**src/hw/rtl/iawa_pkg.sv**
```systemverilog
// Package: shared constants, types and helpers for the inverse affine warp address block.
package iawa_pkg;

  // Image and coordinate geometry
  localparam int MAX_DIM   = 4096;
  localparam int FRAC_BITS = 16;
  localparam int COORD_W   = 12;
  localparam int DIM_W     = 13;
  localparam int IDX_W     = 24;
  localparam int COEF_W    = 32;

  // Configuration port
  localparam int CFG_ADDR_W = 4;
  localparam int CFG_DATA_W = 32;

  // Datapath widths: centered coordinate in half pixels, products, sums
  localparam int UV_W   = DIM_W + 1;
  localparam int PROD_W = COEF_W + UV_W;
  localparam int SUM_W  = PROD_W + 2;
  localparam int RND_SH = FRAC_BITS + 1;
  localparam int Q_W    = SUM_W - RND_SH;
  localparam int SRC_W  = Q_W + 1;

  // Reset values
  localparam logic [COEF_W-1:0] ONE_FIXED = COEF_W'(1) << FRAC_BITS;
  localparam logic [DIM_W-1:0]  DIM_RST   = DIM_W'(1024);

  // Register indexes
  typedef enum logic [CFG_ADDR_W-1:0] {
    REG_COEF_XX  = 4'd0,
    REG_COEF_XY  = 4'd1,
    REG_OFFSET_X = 4'd2,
    REG_COEF_YX  = 4'd3,
    REG_COEF_YY  = 4'd4,
    REG_OFFSET_Y = 4'd5,
    REG_WIDTH    = 4'd6,
    REG_HEIGHT   = 4'd7
  } cfg_reg_t;

  // Register file contents seen by the datapath
  typedef struct packed {
    logic signed [COEF_W-1:0] coef_xx;
    logic signed [COEF_W-1:0] coef_xy;
    logic signed [COEF_W-1:0] offset_x;
    logic signed [COEF_W-1:0] coef_yx;
    logic signed [COEF_W-1:0] coef_yy;
    logic signed [COEF_W-1:0] offset_y;
    logic [DIM_W-1:0]         image_width;
    logic [DIM_W-1:0]         image_height;
  } cfg_t;

  // Clamp a dimension to the largest supported image size
  function automatic logic [DIM_W-1:0] sat_dim(input logic [DIM_W-1:0] d);
    logic [DIM_W-1:0] r;
    r = (d > DIM_W'(MAX_DIM)) ? DIM_W'(MAX_DIM) : d;
    return r;
  endfunction

endpackage

```
**src/hw/rtl/iawa_if.sv**
```systemverilog


interface iawa_cfg_if import iawa_pkg::*; ();
  logic                  valid;
  logic                  ready;
  logic [CFG_ADDR_W-1:0] addr;
  logic [CFG_DATA_W-1:0] data;
  modport source(output valid, addr, data, input ready);
  modport sink(input valid, addr, data, output ready);
endinterface

```
**src/hw/rtl/iawa_cfg_regs.sv**
```systemverilog
// Configuration register file: matrix, offsets and image size.
module iawa_cfg_regs import iawa_pkg::*; (
  input  logic       clk,
  input  logic       rst_n,
  iawa_cfg_if.sink   cfg_ch,
  output cfg_t       cfg
);

  cfg_t cfg_r;
  cfg_t cfg_nxt;

  // Always ready: a write takes effect in the register file at the next clock edge
  assign cfg_ch.ready = 1'b1;

  // Decode the write; drop writes beyond the register list
  always_comb begin
    cfg_nxt = cfg_r;
    if (cfg_ch.valid) begin
      case (cfg_ch.addr)
        REG_COEF_XX:  cfg_nxt.coef_xx      = cfg_ch.data;
        REG_COEF_XY:  cfg_nxt.coef_xy      = cfg_ch.data;
        REG_OFFSET_X: cfg_nxt.offset_x     = cfg_ch.data;
        REG_COEF_YX:  cfg_nxt.coef_yx      = cfg_ch.data;
        REG_COEF_YY:  cfg_nxt.coef_yy      = cfg_ch.data;
        REG_OFFSET_Y: cfg_nxt.offset_y     = cfg_ch.data;
        REG_WIDTH:    cfg_nxt.image_width  = cfg_ch.data[DIM_W-1:0];
        REG_HEIGHT:   cfg_nxt.image_height = cfg_ch.data[DIM_W-1:0];
        default:      cfg_nxt = cfg_r;
      endcase
    end
  end

  always_ff @(posedge clk) begin
    if (!rst_n) begin
      cfg_r.coef_xx      <= ONE_FIXED;
      cfg_r.coef_xy      <= '0;
      cfg_r.offset_x     <= '0;
      cfg_r.coef_yx      <= '0;
      cfg_r.coef_yy      <= ONE_FIXED;
      cfg_r.offset_y     <= '0;
      cfg_r.image_width  <= DIM_RST;
      cfg_r.image_height <= DIM_RST;
    end else begin
      cfg_r <= cfg_nxt;
    end
  end

  assign cfg = cfg_r;

endmodule

```
**src/flat_wrapper.sv**
```systemverilog
// flat-port wrapper written by rule: the top's interface ports become plain ports
module iawa_cfg_regs_flat import iawa_pkg::*;
  (clk, rst_n, cfg, cfg_ch_valid, cfg_ch_addr, cfg_ch_data, cfg_ch_ready);
  iawa_cfg_if cfg_ch_i ();
  input  logic clk;
  input  logic rst_n;
  output cfg_t cfg;
  input wire logic [$bits(cfg_ch_i.valid)-1:0] cfg_ch_valid;
  input wire logic [$bits(cfg_ch_i.addr)-1:0] cfg_ch_addr;
  input wire logic [$bits(cfg_ch_i.data)-1:0] cfg_ch_data;
  output wire logic [$bits(cfg_ch_i.ready)-1:0] cfg_ch_ready;
  assign cfg_ch_i.valid = cfg_ch_valid;
  assign cfg_ch_i.addr = cfg_ch_addr;
  assign cfg_ch_i.data = cfg_ch_data;
  assign cfg_ch_ready = cfg_ch_i.ready;
  iawa_cfg_regs u_core (.clk(clk), .rst_n(rst_n), .cfg_ch(cfg_ch_i), .cfg(cfg));
endmodule
```
**config.mk**
```make
export PLATFORM = sky130hd
export DESIGN_NAME = iawa_cfg_regs_flat
export DESIGN_NICKNAME = d
export VERILOG_FILES = /design/src/hw/rtl/iawa_pkg.sv /design/src/hw/rtl/iawa_if.sv /design/src/hw/rtl/iawa_cfg_regs.sv /design/src/flat_wrapper.sv
export SDC_FILE = /design/constraint.sdc
export NUM_CORES = 1
export LEC_CHECK = 0
export ABC_AREA = 1
export BUFFER_PORTS_ARGS = -buffer_cell sky130_fd_sc_hd__buf_2
export CORE_MARGIN = 2
export CORE_UTILIZATION = 50
export DETAILED_ROUTE_END_ITERATION = 6
export PLACE_DENSITY = 0.78
export SLEW_MARGIN = 20
export SYNTH_ARGS = -nofsm -noshare
export SYNTH_HDL_FRONTEND = slang
export SYNTH_SLANG_ARGS = --single-unit
```
**constraint.sdc**
```tcl
create_clock -name clk -period 1.1 [get_ports clk]
set_input_delay 0.165 -clock clk [delete_from_list [all_inputs] [get_ports clk]]
set_output_delay 0.165 -clock clk [all_outputs]
set_load 0.1 [all_outputs]
```
# [After elaboration in Yosys (flattened, before gate mapping)]
# Cells that the tools add are included.
[classes] n_reduce_logical=9 n_eq_ne=7
[op_table] operator="4-bit by 3-bit == test with 1-bit output, second input constant" n=4
[op_table] operator="2-bit AND reduction" n=8
[op_table] operator="4-bit by 2-bit == test with 1-bit output, second input constant" n=2
[op_table] operator="4-bit by 1-bit == test with 1-bit output, second input constant" n=1
[op_table] operator="4-bit zero test" n=1
[word_totals] reg_bits=218 elab_cells=24 output_inout_bits=219 input_bits=39

# [Depth between registers and ports, before layout]
# Gate-level depths: netlist (run 1).
[logic_depth] word_depth=2 mapped_depth=7 depth_no_buf=6

# [Least setup slack after synthesis (run 1)]
# Ideal clock, no wire load.
[synth_timing] path_kind="reg2reg" from="reg, netlist name u_core.cfg[190]" to="reg u_core.cfg_r (netlist bit u_core.cfg[190])" setup_slack_ns=-0.177 arrival_ns=1.214 setup_ns=0.064 n_path_buf=0 stages_incl_launch_ff=5 required_ns=1.036 period_less_slack_ns=1.277 path_cell_list="dfxtp_1 > inv_1 > nand2_1 > nand2_1 > nor2_1"
[synth_rtl] item="end signal, assigned" line="iawa_cfg_regs.sv:44" source="cfg_r <= cfg_nxt;"
[synth_rtl] item="end, declared" line="iawa_cfg_regs.sv:9" source="cfg_t cfg_r;"

# [Worst setup path after layout (run 1)]
[layout_timing] from="reg u_core.cfg_r (netlist bit u_core.cfg[187])" to="out cfg[187] in the netlist's numbering"
[layout_rtl] item="end, declared" line="flat_wrapper.sv:7" source="output cfg_t cfg;"
# No word-level cell between the ends.

==> flow_summary.json, run 1 <==
{
  "clock_sinks": 218,
  "wirelength_um": 42480,
  "synth_top_area_frac": 0.5032,
  "slew_violations": 0,
  "boundaryPins": 258,
  "fp.dieH_um": 135.7,
  "start_kind": "flip-flop",
  "outcome": "complete, but fails checks",
  "critical_path.slowest_cell": "dfxtp_2",
  "synth_edf_count": 0,
  "fin_total_pwr_mw": 19.94,
  "r2r_end": "u_core.cfg[206]$_SDFFE_PN0P_",
  "yosysUniqueCellTypes": 18,
  "cp-endpoint": "cfg[187]",
  "start_util": 0.5067,
  "worstPathMaxFanout": 2,
  "p_leak_nw": 7.136,
  "synthFlopType": "dfxtp_1",
  "cts_made_buffers": 22,
  "synth_common_cells": "430 x nor2_1, 406 x nand2_1, 218 x dfxtp_1",
  "htree_levels": 1,
  "synth_fa_ha_area_frac": 0,
  "portBuffers": 256,
  "row_count": 48,
  "grt-ovfl-total": 0,
  "synth_cells": 1278,
  "muxShareOfSynthArea": 0,
  "finalCriticalPeriod_ps": 1263,
  "final_antenna_net_count": 0,
  "synth_top_family_by_area": "simple AND/OR/NAND/NOR gates",
  "worstPathRequired_ps": 940,
  "synth_xor_area_frac": 0,
  "end_kind": "primary output",
  "violations": "DRC, setup timing",
  "place.gp.congestion": 0.8654,
  "path_class": "reg -> out",
  "layout_setup_ws_ps": -163.3,
  "antenna_found_initial": 3,
  "syn_nets": 1317,
  "synthArstFlopShare": 0,
  "cts_tree": "done",
  "ff2ff_setup_slack_ps": 110,
  "yosysMostFrequentCell": "nor2_1",
  "drt_first_pass_iters": 7,
  "fill_cells": 598,
  "clkLatencyLatePin_ps": 530,
  "slowest_delay_ps": 370,
  "post-place-ws_ps": -213.0,
  "worstRegToRegCells": 6,
  "die_area_mm2": 0.01841,
  "vias": 10720,
  "power_density_mw_per_mm2": 1280,
  "largest_reg_flops": 218,
  "fin_crit_sh": 1.148,
  "drive_gt1_frac": 0.3801,
  "syn2layout_area_growth_pct": 79.67,
  "vias_per_cell": 5.768,
  "cp.arrival_ps": 1100,
  "final_area_mm2": 0.01558,
  "hp-class": "in -> reg",
  "cts_root_buf": "clkbuf_16",
  "avgSynthCellArea_um2": 6.786,
  "synthesis.area_mm2": 0.008672,
  "yosysWarnings": 0,
  "drv_cap": 0,
  "grt_usage": 0.3985,
  "rsz0062_at_grt": "yes",
  "startpoint": "u_core.cfg[187]$_SDFFE_PN0P_",
  "synth_top_area_cell": "dfxtp_1",
  "synth-compound-area-share": 0.001731,
  "critPathBufInv": 1,
  "yosys_register_bits": 218,
  "path_depth": 1,
  "grt_pass1_vias": 10180,
  "grt_pass1_wl_um": 56640,
  "dieWidth_um": 135.7,
  "r2r_start": "u_core.cfg[206]$_SDFFE_PN0P_",
  "finalSetupViolCount": 224,
  "ys_seq_area_frac": 0.5032,
  "wl_per_cell_um": 22.86,
  "max_freq_mhz": 791.6,
  "tns_ps": -26660,
  "dpl_cell_area_mm2": 0.01391,
  "core_mm2": 0.01712,
  "drtIter0Drc": 1508,
  "yosys.area_share.simple": 0.4057,
  "drc": 7,
  "clkSlewWorstSetupHoldPaths_ps": 80,
  "hold_viol_final": 0,
  "critical-path-top-delay-family": "flip-flops",
  "ir_drop_mv": 1.380,
  "fin_nets": 1655,
  "ys_top_cells_by_area": "dfxtp_1 50%, nor2_1 19%, nand2_1 18%, inv_1 4.3%, nand4_1 2.4%",
  "grt_max_degree": 64,
  "skew_ps": 0,
  "cts_buffer_depth": 3,
  "whs_ps": 30.20,
  "dp_hpwl_um": 21520,
  "cp_cell_sequence": "buf_12"
}
-- cell families after synthesis --
logic type,Yosys count
other cells,1
simple gates,884
compound gates,3
flops,218
buf+inv,172
-- layout make-up --
type | instances | area [um2] | area share
clock inverter | 6 | 82.58 | 0.005300
sequential | 218 | 4745 | 0.3045
timing repair buffer | 386 | 5876 | 0.3771
tap | 225 | 281.5 | 0.01807
multi-input combinational | 888 | 3540 | 0.2272
clock buffer | 33 | 673.1 | 0.04320
inverter | 100 | 379.1 | 0.02433
antenna | 2 | 5.005 | 0.0003212
-- where the power goes --
part | switching, mW | internal (mW) | leakage [nW]
Sequential | 0.212 | 8.01 | 1.88
Clock | 3.47 | 4.70 | 0.371
Combinational | 2.38 | 1.16 | 4.88
Total | 6.06 | 13.9 | 7.14
-- cells in the final DEF, fill, tap and decap left out, types with 32 or more instances in the layout --
cell type        n
nor2_1         429
nand2_1        406
buf_12         239
dfxtp_2        175
inv_1           99
buf_4           78
dfxtp_4         43
buf_2           37
nand4_1         33
dlygate4sd3_1   32
-- routing by layer --
layer,global-route usage,part of all wire,up-vias
li1,-,-,4454
met1,0.4451,0.32,4943
met2,0.6737,0.48,998
met3,0.09914,0.11,320
met4,0.2627,0.085,2
met5,0,0.00024,-
-- worst min path at each step --
| stage | start | end | slack [ps] | cells past startpoint |
|---|---|---|---|---|
| 2_1_floorplan | cfg_ch_data[10] | u_core.cfg[10]$_SDFFE_PN1P_ | 290 | 2 |
| 3_3_place_gp | cfg_ch_data[31] | u_core.cfg[217]$_SDFFE_PN0P_ | 420 | 3 |
| 3_5_place_dp | cfg_ch_data[1] | u_core.cfg[91]$_SDFFE_PN0P_ | 430 | 3 |
| 4_1_cts | cfg_ch_data[16] | u_core.cfg[106]$_SDFFE_PN0P_ | 1 | 3 |
| 5_1_grt | cfg_ch_data[16] | u_core.cfg[74]$_SDFFE_PN1P_ | 20 | 3 |
| 6_report | cfg_ch_data[16] | u_core.cfg[74]$_SDFFE_PN1P_ | 30 | 3 |
-- per-stage QoR --
stage	utilization	std cells
global route	0.9103	1858
floorplan	-	1278
detailed placement	0.8125	1722
CTS	0.8894	1821
finish	0.9103	1858
global placement	0.8125	1722
-- repair_timing --
item / in CTS / in global routing
setup endpoints to repair: 218 / 238
gates resized for setup: 12 / 34
setup buffers: 28 / 35
hold buffers: 32 / 0
hold endpoints to repair: 68 / 0
Power figures use the tool's default switching activity.
==> inputs of run 2 (changes only) <==
--- a/config.mk
+++ b/config.mk
@@ -7,10 +7,13 @@
 export LEC_CHECK = 0
 export ABC_AREA = 1
 export BUFFER_PORTS_ARGS = -buffer_cell sky130_fd_sc_hd__buf_2
+export CELL_PAD_IN_SITES_DETAIL_PLACEMENT = 0
+export CELL_PAD_IN_SITES_GLOBAL_PLACEMENT = 1
+export CORE_ASPECT_RATIO = 0.75
 export CORE_MARGIN = 2
-export CORE_UTILIZATION = 50
+export CORE_UTILIZATION = 36
 export DETAILED_ROUTE_END_ITERATION = 6
-export PLACE_DENSITY = 0.78
+export PLACE_DENSITY_LB_ADDON = 0.1
 export SLEW_MARGIN = 20
 export SYNTH_ARGS = -nofsm -noshare
 export SYNTH_HDL_FRONTEND = slang
==> run 2 against run 1 <==
The run ends with setup timing left; non-clock buffer count down 49; wire length is 35% lower; sequential share of layout area is 0.34 points higher; first-iteration DRC count decreased by 65%; combinational power fell by 7.3%; critical path type unchanged; via count decreased by 22%; clock skew unchanged; hold slack better by 170 ps.
==> flow_summary.json, run 2 (synthesis results as in run 1) <==
{
  "final_cell_mix": "429 x nor2_1, 406 x nand2_1, 241 x buf_12",
  "clkSlewWorstSetupHoldPaths_ps": 60,
  "slew_violations": 0,
  "grt_max_degree": 64,
  "wl_per_cell_um": 14.69,
  "finalSetupViolCount": 218,
  "outcome": "complete, but fails checks",
  "die_area_mm2": 0.02536,
  "drc": 0,
  "fin_nets": 1608,
  "syn2layout_area_growth_pct": 76.01,
  "critical-path-top-delay-family": "flip-flops",
  "fill_cells": 1985,
  "p_leak_nw": 6.864,
  "rsz0062_at_grt": "yes",
  "path_depth": 1,
  "dieWidth_um": 183.2,
  "path_class": "reg -> out",
  "drt_first_pass_iters": 5,
  "drtIter0Drc": 527,
  "fp.dieH_um": 138.4,
  "portBuffers": 256,
  "htree_levels": 1,
  "slowest_delay_ps": 380,
  "layout_setup_ws_ps": -132.5,
  "grt_pass1_vias": 7792,
  "critPathBufInv": 1,
  "clkLatencyLatePin_ps": 500,
  "largest_reg_flops": 218,
  "grt-ovfl-total": 0,
  "hold-path-cell-count": 5,
  "worstRegToRegCells": 5,
  "final_antenna_net_count": 0,
  "grt_pass1_wl_um": 43660,
  "layout_commonest_cell": "nor2_1",
  "final_area_mm2": 0.01526,
  "dp_hpwl_um": 20070,
  "dpl_cell_area_mm2": 0.01408,
  "grt_usage": 0.2172,
  "drv_cap": 0,
  "fin_crit_sh": 1.120,
  "whs_ps": 195.5,
  "violations": "setup timing",
  "worstPathRequired_ps": 940,
  "cts_made_buffers": 24,
  "boundaryPins": 258,
  "hold_viol_final": 0,
  "cp.arrival_ps": 1070,
  "place.gp.congestion": 0.7905,
  "power_density_mw_per_mm2": 1251,
  "max_freq_mhz": 811.3,
  "cts_tree": "done",
  "antenna_found_initial": 2,
  "skew_ps": 0,
  "critical_path.slowest_cell": "dfxtp_4",
  "cts_root_buf": "clkbuf_16",
  "worstPathMaxFanout": 2,
  "clock_sinks": 218,
  "hp-class": "in -> reg",
  "vias_per_cell": 4.447,
  "wirelength_um": 27760,
  "start_kind": "flip-flop",
  "end_kind": "primary output",
  "row_count": 49,
  "ir_drop_mv": 1.064,
  "finalCriticalPeriod_ps": 1233,
  "drive_gt1_frac": 0.3582,
  "vias": 8405,
  "start_util": 0.3646,
  "core_mm2": 0.02379,
  "cts_buffer_depth": 3,
  "cp_cell_sequence": "buf_12"
}
run 2: per-layer routing:
layer | global-route usage | share of wire | vias to the layer above | routed length [um]
li1 | - | - | 4354 | -
met3 | 0.07034 | 0.085 | 35 | 2351
met1 | 0.3197 | 0.50 | 3779 | 13810
met4 | 0.04463 | 0.018 | 2 | 496
met2 | 0.3090 | 0.40 | 235 | 11090
met5 | 0 | 0.00047 | - | 13
run 2: power breakdown:
group          switching [mW]  internal (mW)
clock network            3.23           4.35
logic                    2.15           1.12
registers               0.189           8.06
run 2: through the flow:
stage	util	TNS, ps	setup slack, ps	power, mW	instances
floorplan	-	0	82.87	10.35	1278
global placement	0.5920	-30370	-192.6	11.63	1808
detailed placement	0.5920	-34880	-239.1	11.65	1808
CTS	0.6381	-27040	-145.9	19.29	1883
global route	0.6416	-30000	-154.1	19.77	1890
finish	0.6416	-22580	-132.5	19.10	1890
run 2: cell type report:
type / instances / area (um2) / area share
flip-flops and latches: 218 / 4700 / 0.3079
clock buffers: 35 / 693.2 / 0.04541
clock inverters: 5 / 31.28 / 0.002049
diodes: 1 / 2.502 / 0.0001639
well taps: 306 / 382.9 / 0.02508
inverters: 100 / 375.4 / 0.02459
multi-input cells: 888 / 3540 / 0.2319
repair buffers: 337 / 5539 / 0.3629
run 2: final timing paths:
path | startpoint | endpoint | slack, ps
worst min-delay path | cfg_ch_addr[1] | u_core.cfg[74]$_SDFFE_PN1P_ | 200
worst max register to register | u_core.cfg[187]$_SDFFE_PN0P_ | u_core.cfg[187]$_SDFFE_PN0P_ | 350
worst min register to register | u_core.cfg[202]$_SDFFE_PN1P_ | u_core.cfg[202]$_SDFFE_PN1P_ | 490
worst max-delay path | u_core.cfg[138]$_SDFFE_PN0P_ | cfg[138] | -130
run 2: repair_timing:
item,4_1_cts,5_1_grt
hold buffers,33,0
resized for setup,10,15
endpoints found under the setup margin,218,218
setup buffers,2,6
hold endpoints to repair,74,0
==> inputs of run 3 (changes only) <==
--- a/config.mk
+++ b/config.mk
@@ -5,13 +5,13 @@
 export SDC_FILE = /design/constraint.sdc
 export NUM_CORES = 1
 export LEC_CHECK = 0
-export ABC_AREA = 1
 export BUFFER_PORTS_ARGS = -buffer_cell sky130_fd_sc_hd__buf_2
 export CELL_PAD_IN_SITES_DETAIL_PLACEMENT = 0
 export CELL_PAD_IN_SITES_GLOBAL_PLACEMENT = 1
 export CORE_ASPECT_RATIO = 0.75
 export CORE_MARGIN = 2
-export CORE_UTILIZATION = 36
+export CORE_UTILIZATION = 38
+export CTS_CLUSTER_SIZE = 24
 export DETAILED_ROUTE_END_ITERATION = 6
 export PLACE_DENSITY_LB_ADDON = 0.1
 export SLEW_MARGIN = 20
==> constraint.sdc (replaced) <==
create_clock -name clk -period 1.1 [get_ports clk]
set_input_delay 0.165 -clock clk [delete_from_list [all_inputs] [get_ports clk]]
set_output_delay 0.165 -clock clk [all_outputs]
set_load 0.01 [all_outputs]
==> run 3 against run 2 <==
The flow still finishes with violations (setup timing); cell area is 18% lower; wire length decreased by 16%; critical path depth is the same; via count down 25%; clock-buffer cell count decreased by 1; first-iteration DRC count shrank 48%; fmax grew 9.3%; clock skew did not move; area after synthesis is 9.3% lower; combinational power fell by 67%; synthesized cell count decreased by 41%.
==> flow_summary.json, run 3 <==
{
  "synth_top_area_cell": "dfxtp_1",
  "cp.arrival_ps": 960,
  "post-place-ws_ps": -218.0,
  "fin_crit_sh": 1.025,
  "clkSlewWorstSetupHoldPaths_ps": 70,
  "max_freq_mhz": 886.8,
  "dp_hpwl_um": 15870,
  "final_antenna_net_count": 0,
  "critical-path-top-delay-family": "flip-flops",
  "synthesis.area_mm2": 0.007868,
  "core_mm2": 0.02027,
  "syn_nets": 795,
  "cts_made_buffers": 23,
  "yosysWarnings": 0,
  "finalSetupViolCount": 66,
  "ir_drop_mv": 1.113,
  "yosys_register_bits": 218,
  "drv_cap": 0,
  "end_kind": "primary output",
  "worstPathMaxFanout": 2,
  "wirelength_um": 23300,
  "grt_pass1_wl_um": 35960,
  "fp.dieH_um": 128.6,
  "place_inst": 1264,
  "rsz0062_at_grt": "yes",
  "drtIter0Drc": 275,
  "critical_path.slowest_cell": "dfxtp_2",
  "vias": 6288,
  "row_count": 45,
  "worstPathRequired_ps": 940,
  "violations": "setup timing",
  "start_util": 0.3881,
  "worstRegToRegCells": 4,
  "grt_pass1_vias": 6185,
  "hp-start": "cfg_ch_data[27]",
  "start_kind": "flip-flop",
  "r2r_start": "u_core.cfg[170]$_SDFFE_PN0P_",
  "clkLatencyLatePin_ps": 490,
  "ys_top_cells_by_area": "dfxtp_1 55%, mux2i_1 28%, nand2_1 12%, clkbuf_1 1.2%, buf_2 0.83%",
  "cts_buffer_depth": 3,
  "largest_reg_flops": 218,
  "startpoint": "u_core.cfg[65]$_SDFFE_PN0P_",
  "yosysUniqueCellTypes": 18,
  "grt-ovfl-total": 0,
  "outcome": "complete, but fails checks",
  "final_util": 0.6160,
  "tns_ps": -410.3,
  "avgSynthCellArea_um2": 10.41,
  "antenna_cells": 0,
  "synthFlopType": "dfxtp_1",
  "grt_max_degree": 45,
  "skew_ps": 0,
  "cp_cell_sequence": "buf_6",
  "synth_common_cells": "248 x nand2_1, 218 x dfxtp_1, 218 x mux2i_1",
  "synth_edf_count": 0,
  "yosysMostFrequentCell": "nand2_1",
  "synth_cells": 756,
  "vias_per_cell": 4.700,
  "synth_top_area_frac": 0.5547,
  "path_depth": 1,
  "drive_gt1_frac": 0.5500,
  "wl_per_cell_um": 17.42,
  "finalCriticalPeriod_ps": 1128,
  "final_cell_mix": "247 x nand2_1, 219 x buf_6, 218 x mux2i_1, 218 x dfxtp_2, 59 x buf_4",
  "die_area_mm2": 0.02188,
  "power_density_mw_per_mm2": 1377,
  "fin_nets": 1103,
  "portBuffers": 256,
  "ff2ff_setup_slack_ps": 270,
  "drt_first_pass_iters": 4,
  "clock_sinks": 218,
  "htree_levels": 1,
  "slew_violations": 0,
  "place.gp.congestion": 0.7480,
  "p_leak_nw": 6.033,
  "syn2layout_area_growth_pct": 58.72,
  "antenna_found_initial": 0,
  "cts_tree": "done",
  "whs_endpoint": "u_core.cfg[149]$_SDFFE_PN0P_",
  "layout_setup_ws_ps": -27.70,
  "hold-path-cell-count": 3,
  "boundaryPins": 258,
  "instances_no_fill": 1338,
  "fill_cells": 1683,
  "layout_commonest_cell": "nand2_1",
  "path_class": "reg -> out",
  "grt_usage": 0.2100,
  "dieWidth_um": 170.2,
  "r2r_end": "u_core.cfg[170]$_SDFFE_PN0P_",
  "cts_root_buf": "clkbuf_16",
  "critPathBufInv": 1,
  "hp-class": "in -> reg",
  "ys_seq_area_frac": 0.5547,
  "slowest_delay_ps": 360,
  "synthArstFlopShare": 0,
  "hold_viol_final": 0,
  "drc": 0
}
[run 3: report_power, final]
part           switching [mW]  total [mW]  internal (mW)  leakage (nW)
combinational           0.575        1.09          0.512          3.79
clock                    3.13        8.02           4.89         0.381
sequential             0.0773        8.09           8.01          1.87
total                    3.78        17.2           13.4          6.03
[run 3: per-stage QoR]
stage / area [um2] / hold WS [ps] / total power [mW]
after floorplan: 7924 / 335.2 / 8.703
after global placement: 9816 / 439.7 / 9.180
after detailed placement: 9816 / 443.8 / 9.180
after CTS: 12370 / 45.59 / 17.34
after global routing: 12490 / 82.50 / 17.77
final: 12490 / 53.39 / 17.20
[run 3: worst max-delay path by stage]
stage	endpoint	slack, ps
detailed placement	u_core.cfg[19]$_SDFFE_PN0P_	-220
global route	cfg[24]	-60
finish	cfg[65]	-30
global placement	u_core.cfg[19]$_SDFFE_PN0P_	-210
CTS	cfg[65]	-50
floorplan	u_core.cfg[128]$_SDFFE_PN0P_	-100
[run 3: cell families (layout without fill, tap and decap cells)]
group | Yosys count | after routing | share of synthesized area
AND/OR/NAND/NOR | 266 | 266 | 0.1325
flip-flops | 218 | 218 | 0.5547
other | 1 | 1 | 0.0004766
buffers and inverters | 53 | 377 | 0.03499
multiplexers | 218 | 218 | 0.2774
[run 3: layer usage]
layer	global-route usage	share of wire	wire (um)
met2	0.3286	0.43	10120
met4	0.04475	0.018	428
met3	0.06490	0.071	1657
met5	0	0	0
met1	0.2871	0.48	11100
[run 3: final cells by class]
class                      instances  area [um2]  area share
clock buffer                      34       666.9     0.05341
clock inverter                     7       112.6    0.009018
multi-input combinational        485        3263      0.2613
sequential                       218        4637      0.3713
tap                              258       322.8     0.02585
timing repair buffer             336        3485      0.2791
[run 3: what timing repair did]
action | in CTS | in global routing
hold endpoints to repair | 7 | 0
hold buffers | 3 | 0
pin swaps | 0 | 0
setup endpoints to repair | 218 | 218
resized for setup | 457 | 0
setup buffers | 14 | 16
